$ cat src/sv/hlpa_pkg.sv
`timescale 1ns / 1ps

package hlpa_pkg;

   // default sizing of the vote table
   localparam int HLPA_MAX_ROWS   = 512;
   localparam int HLPA_MAX_COLS   = 512;
   localparam int HLPA_COUNT_BITS = 16;

   // bin indices never exceed 4095
   localparam int BIN_BITS = 12;

   // iteration counts of the shared units
   localparam int MUL_STEPS    = 5;
   localparam int CORDIC_STEPS = 16;
   localparam int SQRT_STEPS   = 26;
   localparam int DIV_STEPS    = 41;

   localparam logic signed [16:0] PI_Q12      = 17'sd12868;
   localparam logic signed [16:0] HALF_PI_Q12 = 17'sd6434;

   // register indices of the csr port
   localparam logic [2:0] CSR_MIN_DIST    = 3'd0;
   localparam logic [2:0] CSR_DIST_STEP   = 3'd1;
   localparam logic [2:0] CSR_MIN_THETA   = 3'd2;
   localparam logic [2:0] CSR_THETA_STEP  = 3'd3;
   localparam logic [2:0] CSR_ROWS_IN_USE = 3'd4;
   localparam logic [2:0] CSR_COLS_IN_USE = 3'd5;

   typedef enum logic [1:0] {
      FUNC_ADD      = 2'd0,
      FUNC_CLEAR    = 2'd1,
      FUNC_FIND_MAX = 2'd2
   } hlpa_func_type;

   typedef struct packed {
      logic [1:0]         func;
      logic signed [15:0] first_x;
      logic signed [15:0] first_y;
      logic signed [15:0] second_x;
      logic signed [15:0] second_y;
   } hlpa_req_type;

   typedef struct packed {
      logic [15:0]        max_hits;
      logic signed [15:0] best_angle;
      logic signed [15:0] best_dist;
   } hlpa_rsp_type;

   // effective configuration handed to the geometry unit
   typedef struct packed {
      logic signed [15:0]  min_dist;
      logic [14:0]         dist_step;
      logic signed [15:0]  min_theta;
      logic [14:0]         theta_step;
      logic [BIN_BITS:0]   rows_eff;
      logic [BIN_BITS:0]   cols_eff;
   } hlpa_geom_cfg_type;

   typedef struct packed {
      logic                done;
      logic                hit;
      logic [BIN_BITS-1:0] row;
      logic [BIN_BITS-1:0] col;
   } hlpa_vote_type;

   typedef enum logic [3:0] {
      G_IDLE,
      G_PREP,
      G_MUL,
      G_CORDIC,
      G_SQRT,
      G_RDIV,
      G_BIN,
      G_ROWDIV,
      G_COLDIV,
      G_DONE
   } hlpa_geom_state_type;

   typedef enum logic [2:0] {
      T_CLEAR,
      T_IDLE,
      T_GEOM,
      T_VREAD,
      T_VWRITE,
      T_SCAN,
      T_DRAIN,
      T_FIN
   } hlpa_top_state_type;

   // arctangent of 2^-i in units of 2^-16 rad
   function automatic logic signed [18:0] hlpa_atan(input logic [3:0] idx);
      logic signed [18:0] val;
      case (idx)
         4'd0:    val = 19'sd51472;
         4'd1:    val = 19'sd30386;
         4'd2:    val = 19'sd16055;
         4'd3:    val = 19'sd8150;
         4'd4:    val = 19'sd4091;
         4'd5:    val = 19'sd2047;
         4'd6:    val = 19'sd1024;
         4'd7:    val = 19'sd512;
         4'd8:    val = 19'sd256;
         4'd9:    val = 19'sd128;
         4'd10:   val = 19'sd64;
         4'd11:   val = 19'sd32;
         4'd12:   val = 19'sd16;
         4'd13:   val = 19'sd8;
         4'd14:   val = 19'sd4;
         default: val = 19'sd2;
      endcase
      return val;
   endfunction

endpackage

$ cat src/sv/hlpa_geom.sv
`timescale 1ns / 1ps

module hlpa_geom (
   input  logic                      clock,
   input  logic                      reset,
   input  logic                      start,
   input  hlpa_pkg::hlpa_req_type    pts,
   input  hlpa_pkg::hlpa_geom_cfg_type cfg,
   output hlpa_pkg::hlpa_vote_type   vote
);
   import hlpa_pkg::*;

   hlpa_geom_state_type state_ff, state_in;
   logic [5:0]          step_ff, step_in;

   logic signed [15:0]  x1_ff, x1_in, y1_ff, y1_in;
   logic signed [16:0]  dx_ff, dx_in, dy_ff, dy_in;
   logic signed [33:0]  prod_ff, prod_in, num_ff, num_in;
   logic [33:0]         sqsum_ff, sqsum_in;
   logic signed [19:0]  cx_ff, cx_in, cy_ff, cy_in;
   logic signed [18:0]  z_ff, z_in;
   logic signed [16:0]  a_ff, a_in;
   logic [51:0]         sq_src_ff, sq_src_in;
   logic [27:0]         sq_rem_ff, sq_rem_in;
   logic [25:0]         sq_root_ff, sq_root_in;
   logic [40:0]         div_q_ff, div_q_in;
   logic [26:0]         div_rem_ff, div_rem_in;
   logic [25:0]         div_den_ff, div_den_in;
   logic                div_neg_ff, div_neg_in;
   logic [31:0]         r_ff, r_in;
   logic                row_ok_ff, row_ok_in;
   logic [BIN_BITS-1:0] row_ff, row_in, col_ff, col_in;
   logic                hit_ff, hit_in;

   // shared multiplier
   logic signed [16:0]  mul_a, mul_b;
   logic signed [33:0]  mul_p;
   // cordic step
   logic signed [19:0]  cx_sh, cy_sh, cx_nx, cy_nx;
   logic signed [18:0]  z_nx, z_rnd, cordic_tab;
   logic signed [16:0]  a_cordic;
   // root step
   logic [27:0]         sq_sh, sq_trial, sq_rem_nx;
   logic                sq_ge;
   logic [25:0]         sq_root_nx;
   // divider step
   logic [26:0]         div_sh, div_rem_nx;
   logic                div_ge;
   logic [40:0]         div_q_nx;
   logic                last_cordic, last_sqrt, last_div;
   // operands for the divider loads
   logic signed [33:0]  num_mag, rnum, rnum_mag;
   logic signed [17:0]  cnum, cnum_mag;
   logic signed [16:0]  ax, ay;

   always_comb begin
      case (step_ff[2:0])
         3'd0:    begin mul_a = dx_ff;        mul_b = dx_ff; end
         3'd1:    begin mul_a = dy_ff;        mul_b = dy_ff; end
         3'd2:    begin mul_a = 17'(x1_ff);   mul_b = dy_ff; end
         3'd3:    begin mul_a = 17'(y1_ff);   mul_b = dx_ff; end
         default: begin mul_a = dx_ff;        mul_b = dx_ff; end
      endcase
      mul_p = mul_a * mul_b;
   end

   always_comb begin
      cx_sh      = cx_ff >>> step_ff[3:0];
      cy_sh      = cy_ff >>> step_ff[3:0];
      cordic_tab = hlpa_atan(step_ff[3:0]);
      if (cy_ff > 20'sd0) begin
         cx_nx = cx_ff + cy_sh;
         cy_nx = cy_ff - cx_sh;
         z_nx  = z_ff + cordic_tab;
      end else begin
         cx_nx = cx_ff - cy_sh;
         cy_nx = cy_ff + cx_sh;
         z_nx  = z_ff - cordic_tab;
      end
      z_rnd    = (z_nx + 19'sd8) >>> 4;
      a_cordic = 17'(z_rnd) - HALF_PI_Q12;
   end

   always_comb begin
      sq_sh      = {sq_rem_ff[25:0], sq_src_ff[51:50]};
      sq_trial   = {sq_root_ff, 2'b01};
      sq_ge      = sq_sh >= sq_trial;
      sq_rem_nx  = sq_ge ? sq_sh - sq_trial : sq_sh;
      sq_root_nx = {sq_root_ff[24:0], sq_ge};
   end

   always_comb begin
      div_sh     = {div_rem_ff[25:0], div_q_ff[40]};
      div_ge     = div_sh >= {1'b0, div_den_ff};
      div_rem_nx = div_ge ? div_sh - {1'b0, div_den_ff} : div_sh;
      div_q_nx   = {div_q_ff[39:0], div_ge};
   end

   assign last_cordic = step_ff == 6'(CORDIC_STEPS - 1);
   assign last_sqrt   = step_ff == 6'(SQRT_STEPS - 1);
   assign last_div    = step_ff == 6'(DIV_STEPS - 1);

   always_comb begin
      num_mag  = (num_ff < 34'sd0) ? -num_ff : num_ff;
      rnum     = $signed({2'b00, r_ff}) - 34'(cfg.min_dist);
      rnum_mag = (rnum < 34'sd0) ? -rnum : rnum;
      cnum     = 18'(a_ff) - 18'(cfg.min_theta);
      cnum_mag = (cnum < 18'sd0) ? -cnum : cnum;
      ax       = x1_ff[15] ? -17'(x1_ff) : 17'(x1_ff);
      ay       = y1_ff[15] ? -17'(y1_ff) : 17'(y1_ff);
   end

   // next state
   always_comb begin
      state_in = state_ff;
      case (state_ff)
         G_IDLE:   if (start) state_in = G_PREP;
         G_PREP:   state_in = (dx_ff == 17'sd0 || dy_ff == 17'sd0) ? G_BIN : G_MUL;
         G_MUL:    if (step_ff == 6'(MUL_STEPS - 1)) state_in = G_CORDIC;
         G_CORDIC: if (last_cordic) state_in = G_SQRT;
         G_SQRT:   if (last_sqrt) state_in = G_RDIV;
         G_RDIV:   if (last_div) state_in = G_BIN;
         G_BIN:    state_in = G_ROWDIV;
         G_ROWDIV: if (last_div) state_in = G_COLDIV;
         G_COLDIV: if (last_div) state_in = G_DONE;
         G_DONE:   state_in = G_IDLE;
         default:  state_in = G_IDLE;
      endcase
   end

   // outputs
   always_comb begin
      vote.done = state_ff == G_DONE;
      vote.hit  = hit_ff;
      vote.row  = row_ff;
      vote.col  = col_ff;
   end

   // datapath
   always_comb begin
      step_in    = step_ff + 6'd1;
      x1_in      = x1_ff;
      y1_in      = y1_ff;
      dx_in      = dx_ff;
      dy_in      = dy_ff;
      prod_in    = prod_ff;
      num_in     = num_ff;
      sqsum_in   = sqsum_ff;
      cx_in      = cx_ff;
      cy_in      = cy_ff;
      z_in       = z_ff;
      a_in       = a_ff;
      sq_src_in  = sq_src_ff;
      sq_rem_in  = sq_rem_ff;
      sq_root_in = sq_root_ff;
      div_q_in   = div_q_ff;
      div_rem_in = div_rem_ff;
      div_den_in = div_den_ff;
      div_neg_in = div_neg_ff;
      r_in       = r_ff;
      row_ok_in  = row_ok_ff;
      row_in     = row_ff;
      col_in     = col_ff;
      hit_in     = hit_ff;
      case (state_ff)
         G_IDLE: begin
            step_in = '0;
            x1_in   = pts.first_x;
            y1_in   = pts.first_y;
            dx_in   = 17'(pts.second_x) - 17'(pts.first_x);
            dy_in   = 17'(pts.second_y) - 17'(pts.first_y);
         end
         G_PREP: begin
            step_in = '0;
            if (dx_ff == 17'sd0) begin
               r_in = 32'($unsigned(ax));
               a_in = x1_ff[15] ? PI_Q12 : 17'sd0;
            end else if (dy_ff == 17'sd0) begin
               r_in = 32'($unsigned(ay));
               a_in = y1_ff[15] ? HALF_PI_Q12 : -HALF_PI_Q12;
            end
            // vectoring needs x positive
            cx_in = dx_ff[16] ? -20'(dx_ff) : 20'(dx_ff);
            cy_in = dx_ff[16] ? -20'(dy_ff) : 20'(dy_ff);
            z_in  = '0;
         end
         G_MUL: begin
            prod_in = mul_p;
            case (step_ff[2:0])
               3'd1:    sqsum_in = 34'($unsigned(prod_ff));
               3'd2:    sqsum_in = sqsum_ff + 34'($unsigned(prod_ff));
               3'd3:    num_in   = prod_ff;
               3'd4:    num_in   = dx_ff[16] ? prod_ff - num_ff : num_ff - prod_ff;
               default: num_in   = num_ff;
            endcase
            if (step_ff == 6'(MUL_STEPS - 1)) step_in = '0;
         end
         G_CORDIC: begin
            cx_in = cx_nx;
            cy_in = cy_nx;
            z_in  = z_nx;
            if (last_cordic) begin
               step_in    = '0;
               a_in       = a_cordic;
               sq_src_in  = {2'b00, sqsum_ff, 16'd0};
               sq_rem_in  = '0;
               sq_root_in = '0;
            end
         end
         G_SQRT: begin
            sq_src_in  = sq_src_ff << 2;
            sq_rem_in  = sq_rem_nx;
            sq_root_in = sq_root_nx;
            if (last_sqrt) begin
               step_in    = '0;
               div_q_in   = {num_mag[32:0], 8'd0};
               div_rem_in = '0;
               div_den_in = sq_root_nx;
               div_neg_in = num_ff < 34'sd0;
            end
         end
         G_RDIV: begin
            div_q_in   = div_q_nx;
            div_rem_in = div_rem_nx;
            if (last_div) begin
               r_in = div_q_nx[31:0];
               // negative distance folds onto the opposite normal
               if (div_neg_ff && div_q_nx != '0) a_in = a_ff + PI_Q12;
            end
         end
         G_BIN: begin
            step_in    = '0;
            div_q_in   = {8'd0, rnum_mag[32:0]};
            div_rem_in = '0;
            div_den_in = {11'd0, cfg.dist_step};
            div_neg_in = rnum < 34'sd0;
         end
         G_ROWDIV: begin
            div_q_in   = div_q_nx;
            div_rem_in = div_rem_nx;
            if (last_div) begin
               step_in    = '0;
               row_ok_in  = (!div_neg_ff || div_q_nx == '0)
                            && (div_q_nx < 41'(cfg.rows_eff));
               row_in     = div_q_nx[BIN_BITS-1:0];
               div_q_in   = {24'd0, cnum_mag[16:0]};
               div_rem_in = '0;
               div_den_in = {11'd0, cfg.theta_step};
               div_neg_in = cnum < 18'sd0;
            end
         end
         G_COLDIV: begin
            div_q_in   = div_q_nx;
            div_rem_in = div_rem_nx;
            if (last_div) begin
               col_in = div_q_nx[BIN_BITS-1:0];
               hit_in = row_ok_ff && (!div_neg_ff || div_q_nx == '0)
                        && (div_q_nx < 41'(cfg.cols_eff));
            end
         end
         default: step_in = '0;
      endcase
   end

   always_ff @(posedge clock) begin
      if (reset) begin
         state_ff <= G_IDLE;
         step_ff  <= '0;
      end else begin
         state_ff <= state_in;
         step_ff  <= step_in;
      end
   end

   always_ff @(posedge clock) begin
      x1_ff      <= x1_in;
      y1_ff      <= y1_in;
      dx_ff      <= dx_in;
      dy_ff      <= dy_in;
      prod_ff    <= prod_in;
      num_ff     <= num_in;
      sqsum_ff   <= sqsum_in;
      cx_ff      <= cx_in;
      cy_ff      <= cy_in;
      z_ff       <= z_in;
      a_ff       <= a_in;
      sq_src_ff  <= sq_src_in;
      sq_rem_ff  <= sq_rem_in;
      sq_root_ff <= sq_root_in;
      div_q_ff   <= div_q_in;
      div_rem_ff <= div_rem_in;
      div_den_ff <= div_den_in;
      div_neg_ff <= div_neg_in;
      r_ff       <= r_in;
      row_ok_ff  <= row_ok_in;
      row_ff     <= row_in;
      col_ff     <= col_in;
      hit_ff     <= hit_in;
   end

endmodule

$ cat config.mk
export PLATFORM = sky130hd
export DESIGN_NAME = hlpa_geom
export DESIGN_NICKNAME = d
export VERILOG_FILES = /design/src/sv/hlpa_pkg.sv /design/src/sv/hlpa_geom.sv
export SDC_FILE = /design/constraint.sdc
export NUM_CORES = 2
export LEC_CHECK = 0
export ABC_AREA = 1
export ABC_CLOCK_PERIOD_IN_PS = 23500
export BUFFER_PORTS_ARGS = -buffer_cell sky130_fd_sc_hd__buf_2
export CORE_ASPECT_RATIO = 1.5
export CORE_MARGIN = 2
export CORE_UTILIZATION = 60
export CTS_CLUSTER_SIZE = 20
export DETAILED_ROUTE_END_ITERATION = 7
export PLACE_DENSITY = 0.77
export SKIP_LAST_GASP = 1
export SYNTH_ARGS = -nofsm -noshare
export SYNTH_HDL_FRONTEND = slang
export SYNTH_SLANG_ARGS = --single-unit
$ cat constraint.sdc
create_clock -name clock -period 23.5 [get_ports clock]
set_input_delay 3.525 -clock clock [delete_from_list [all_inputs] [get_ports clock]]
set_output_delay 3.525 -clock clock [all_outputs]
set_load 0.05 [all_outputs]
## Word level (Yosys, flattened, before mapping)

Memories as Yosys holds them, arrays and structs flattened. A register that Yosys moved wholly into a read port is not among the register bits.
Cells that the tools add are included.

- Register bits: 510
- ROM bits: 256
- Input bits: 157
- Output and inout port bits: 26
- Memories kept: 1

- Add/subtract/negate cells: 26
- Multipliers: 1
- $lt $le $gt $ge: 8
- Eq/ne operators: 26
- Shifts and indexed selects: 2
- Muxes and demuxes: 65
- Reduce and logical (&&, ||, !) cells: 32

Memories:

| memory | words | width | read ports | clocked after memory_dff | write ports | line | text |
|---|---|---|---|---|---|---|---|
| (name not given) | 16 | 16 | 1 | 1 | 0 | hlpa_pkg.sv:94 | `case (idx)` |

Operators with widths:

| operator | count |
|---|---|
| 26-bit two-way mux | 8 |
| 17-bit two-way mux | 10 |
| 41-bit case mux with 4 select lines | 1 |
| 34-bit case mux with 2 select lines | 2 |
| 26-bit case mux with 2 select lines | 2 |
| 26-bit case mux with 4 select lines | 1 |
| 52-bit case mux with 2 select lines | 1 |
| 17-bit case mux with 3 select lines | 2 |
| 32-bit two-way mux | 3 |
| 41-bit by 13-bit < comparator with 1-bit output | 2 |
| 41-bit two-way mux | 2 |
| 20-bit two-way mux | 4 |
| 20-bit case mux with 2 select lines | 2 |
| 26-bit case mux with 3 select lines | 1 |
| 34-bit by 1-bit < comparator with 1-bit output, second input constant | 2 |
| 34-bit subtractor | 2 |
| 33-bit two-way mux | 2 |
| 33-bit negation | 2 |
| 32-bit case mux with 2 select lines | 1 |
| 52-bit two-way mux | 1 |
| 26-bit subtractor | 2 |
| 41-bit zero test | 1 |
| 41-bit nonzero test | 1 |
| 20-bit adder | 2 |
| 57 further kinds | 103 |

## Depth between registers and ports, before layout

- Depth after elaboration: 6
- Gate-level depth with buffers: 38

## Least setup slack after synthesis

OpenSTA, ideal clock, no wires.

- Kind: reg-to-reg
- From: register step_ff[1]
- To: register prod_ff[33], data pin
- Data arrival time: 7.371 ns
- Slack: 15.864 ns
- Stages on the path, launching flop included: 34
- Buffers on the path: 3
- Clock period less this slack: 7.636 ns
- Cells stage by stage: dfxtp_1 inv_2 buf_4 buf_2 ha_1 inv_1 nor2_1 nor2_2 inv_1 buf_1 nand2_1 o21ai_0 inv_1 nor2_1 inv_1 fa_1 inv_1 fa_1 fa_1 fa_1 fa_1 inv_1 fa_1 inv_1 ha_1 nand2_1 nor4_1 nand3_1 nand3_1 nand3_1 nand2_1 a31oi_1 o21ai_0 xor2_1

- Longest elaborated chain between the ends: 4
- Elaborated cells on any way between the ends: 7
- Those cells by class: mul (1); eq/ne (3); mux (2); reduce/logical (1)

RTL lines:

| item | line | text |
|---|---|---|
| start: declaration | hlpa_geom.sv:14 | `logic [5:0] step_ff, step_in;` |
| start signal: assignment | hlpa_geom.sv:271 | `step_ff <= step_in;` |
| 3-bit by 2-bit == test with 1-bit output or 3-bit by 1-bit == test with 1-bit output (tied branches) | hlpa_geom.sv:57 | `case (step_ff[2:0])` |
| 2-bit OR reduction (no line) | -- |  |
| 17-bit two-way mux | hlpa_geom.sv:57 |  |
| 17-bit by 17-bit multiplier with 34-bit output * | hlpa_geom.sv:64 | `mul_p = mul_a * mul_b;` |
| via mul_p[33] | hlpa_geom.sv:37 | `logic signed [33:0] mul_p;` |
| end signal: assignment | hlpa_geom.sv:280 | `prod_ff <= prod_in;` |
| end: declaration | hlpa_geom.sv:18 | `logic signed [33:0] prod_ff, prod_in, num_ff, num_in;` |

The timed path passes the listed nets; every way through them passes the cells marked *.
A chain may end at the register's enable or synchronous reset.

## Worst setup path after layout

- From: register step_ff[0]
- To: register prod_ff[31], data pin

The elaborated chain is that of the path after synthesis.

==> results.py <==
metrics = {
    "clock_network": {
        "insertion_delay_ns": 0.66,
        "cts_buffers": 54,
        "root_buffer": "clkbuf_16",
        "cts.path.max_buffers": 3,
        "postCtsSetupBuffers": 0,
        "cts_tree": "yes",
        "worst_setup_hold_path_clk_slew_ns": 0.07,
        "htree_levels": 2,
        "hold_buffers": 0,
        "clock-sinks": 510,
        "cts_resized": 0,
    },
    "sta": {
        "period_needed_ns": 10.38,
        "slew_headroom_pct": 21.84,
        "slew_violations": 0,
        "hold_violations": 0,
        "fmax_mhz": 96.31,
        "skew_ns": 0.02288,
        "tightest_slew_ns": 1.170,
        "setup_tns_ns": 0,
        "setup_viol": 0,
        "period_share_pct": 44.18,
        "rsz0062_at_grt": "false",
    },
    "place": {
        "place_congestion": 0.9952,
        "dp_hpwl_um": 131400,
        "port_buffers": 180,
    },
    "global_routing": {
        "antenna_found_initial": 6,
        "grt_max_degree": 71,
        "gr-total-overflow": 0,
        "grt_pass1_wl_um": 258800,
        "grt_pass1_vias": 50890,
        "track_usage_pct": 34.43,
    },
    "drt": {
        "post_drt_via_cell_ratio": 5.784,
        "drt_iter0_drc": 4289,
        "routedWlPerCell_um": 18.66,
        "wirelength_um": 163400,
        "detail-route-antenna-nets": 0,
        "drc": 0,
        "drt_pass1_iterations": 6,
        "vias": 50650,
    },
    "worst_setup_path": {
        "arrival_ns": 10.86,
        "path_class": "register to register",
        "r2r_slack_ns": 13.12,
        "cpMaxStageDelayCell": "fa_1",
        "start_kind": "register",
        "cp_max_fo": 58,
        "cp.required_ns": 23.98,
        "cp_common_cell": "fa_1",
        "slowest_delay_ns": 1.00,
        "end_kind": "register",
    },
    "yosys": {
        "synth_edf_count": 484,
        "synthCells": 7419,
        "synth_area_sq_um": 55330,
        "yosysWarningCount": 0,
        "async_reset_ff_share_pct": 0,
        "yosys.area.top_type": "edfxtp_1",
        "avgSynthCellArea_sq_um": 7.458,
        "synth.area.top_cells": "edfxtp_1, nand2_1, fa_1",
        "ys_seq_area_share_pct": 27.21,
        "synth_ff_type": "edfxtp_1",
        "synth-seq-cells": 510,
        "yosysTopAreaCellShare_pct": 26.27,
        "syn_nets": 8308,
        "synthDistinctLibCells": 70,
    },
    "layout": {
        "nets": 8426,
        "synthToLayoutAreaGrowth_pct": 7.157,
        "antennaDiodeCount": 0,
        "drive_gt1_share_pct": 6.792,
    },
    "outcome": {
        "status": "finished clean",
    },
    "job": {
        "drv_cap": 0,
    },
    "floorplan": {
        "coreArea_sq_um": 91550,
        "io_pins": 183,
        "die_x_um": 252.0,
        "floorplan.initialDensity_pct": 60.44,
        "die_h_um": 375.9,
        "die-area_sq_um": 94710,
        "num_rows": 136,
    },
    "hold_path": {
        "hold_class": "register to register",
    },
}
## layout by cell type, fill, tap and decap left out, types with 17 or more instances in the layout
| cell type | n |
|---|---|
| nand2_2 | 40 |
| nor3_1 | 97 |
| o211ai_1 | 59 |
| a31oi_1 | 43 |
| buf_2 | 180 |
| xnor2_1 | 104 |
| o21ai_0 | 450 |
| o21ai_1 | 82 |
| ha_1 | 425 |
| o21ai_2 | 22 |
| xor2_1 | 197 |
| nor2_2 | 25 |
| buf_4 | 52 |
| clkbuf_16 | 54 |
| nand3b_1 | 26 |
| a21oi_1 | 482 |
| nor2_1 | 689 |
| nand2_1 | 1682 |
| nand3_1 | 318 |
| nor4_1 | 23 |
| a21o_1 | 27 |
| inv_1 | 1254 |
| or2_2 | 22 |
| nor2_4 | 17 |
| inv_2 | 37 |
| edfxtp_1 | 484 |
| dfxtp_1 | 25 |
| o21bai_1 | 21 |
| nand4_1 | 70 |
| fa_1 | 307 |
## final cells by class
class                           instances  area [sq um]
Multi-Input combinational cell       5438         34720
Tap cell                             1173          1468
Timing Repair Buffer                  232          1291
Inverter                             1301          4891
Clock inverter                         35         444.2
Clock buffer                           67          1420
Sequential cell                       510         15060
Fill cell                            8238         32260
## cells in the mapped netlist, types with 7 or more instances
| library cell | instances |
|---|---|
| nand2_1 | 1685 |
| inv_1 | 1256 |
| nor2_1 | 698 |
| edfxtp_1 | 484 |
| a21oi_1 | 483 |
| o21ai_0 | 452 |
| ha_1 | 425 |
| nand3_1 | 318 |
| fa_1 | 307 |
| xor2_1 | 197 |
| clkbuf_1 | 108 |
| xnor2_1 | 104 |
| nor3_1 | 97 |
| o21ai_1 | 81 |
| nand4_1 | 70 |
| o211ai_1 | 59 |
| a31oi_1 | 43 |
| nand2_2 | 38 |
| inv_2 | 35 |
| buf_2 | 33 |
| a21o_1 | 27 |
| dfxtp_1 | 26 |
| nand3b_1 | 26 |
| nor4_1 | 24 |
| nor2_2 | 22 |
| or2_2 | 22 |
| o21ai_2 | 21 |
| o21bai_1 | 21 |
| a221oi_1 | 16 |
| buf_1 | 16 |
| o221ai_1 | 16 |
| a21boi_0 | 15 |
| o2111ai_1 | 15 |
| o21a_1 | 15 |
| o31ai_1 | 15 |
| o22ai_1 | 14 |
| a211oi_1 | 12 |
| mux2i_1 | 12 |
| nor2_4 | 11 |
| nor3b_1 | 9 |
| a21oi_2 | 7 |
| buf_4 | 7 |
| clkinv_1 | 7 |
## per-stage QoR
step	hold slack, ns	cell area [sq um]	cells	setup WS (ns)	util [%]
2_1_floorplan	0.4790	55330	7419	15.86	-
3_3_place_gp	0.5018	57430	8654	13.36	62.73
3_5_place_dp	0.5031	57430	8654	13.28	62.73
4_1_cts	0.5251	59290	8756	13.21	64.76
5_1_grt	0.5523	59290	8756	12.45	64.76
6_report	0.5170	59290	8756	13.12	64.76
## layer usage
layer,global-route usage [%],part of all wire (%),up-vias
met4,19.24,6.3,4
met3,3.474,5.8,589
met5,0,0.013,-
met1,38.49,37,23650
li1,-,-,24440
met2,63.60,51,1964
## worst max-delay path, delay by kind of cell, from the launching register on
family / cells / cell delay [ns]
simple gates: 11 / 1.97
flops: 1 / 0.31
xor+xnor: 1 / 0.22
compound gates: 3 / 0.45
fa+ha+maj: 8 / 4.33
buf+inv: 12 / 2.83
## path summary, 6_finish.rpt
| kind | from | cells after the start | to |
|---|---|---|---|
| max reg2reg | step_ff[0] | 35 | prod_ff[31] |
| min reg2reg | sq_src_ff[35] | 2 | sq_src_ff[37] |
| max | step_ff[0] | 35 | prod_ff[31] |
| min | sq_src_ff[35] | 2 | sq_src_ff[37] |
## kinds of logic after synthesis
group	Yosys count	synth area share [%]
buffers and inverters	1471	10.20
adder cells (fa/ha/maj)	732	20.72
multiplexers	12	0.2171
flip-flops	510	27.21
XOR/XNOR	301	4.765
AND/OR/NAND/NOR	3052	23.16
AO/OA/AOI/OAI	1341	13.74
## flip-flops by register name (all words and copies together), names as in the netlist, 4 cells and up
register,cells
row_ff,12
sqsum_ff,34
a_ff,17
y1_ff,16
sq_src_ff,36
prod_ff,34
state_ff,4
col_ff,12
step_ff,6
x1_ff,16
dy_ff,17
sq_root_ff,26
num_ff,34
cordic_tab,16
r_ff,32
div_q_ff,41
div_den_ff,26
div_rem_ff,26
cx_ff,20
sq_rem_ff,26
cy_ff,20
z_ff,19
dx_ff,17
Power is left out: the tool's default activity adds up to more than one toggle a clock period on the data nets, which glitch-free logic cannot reach.
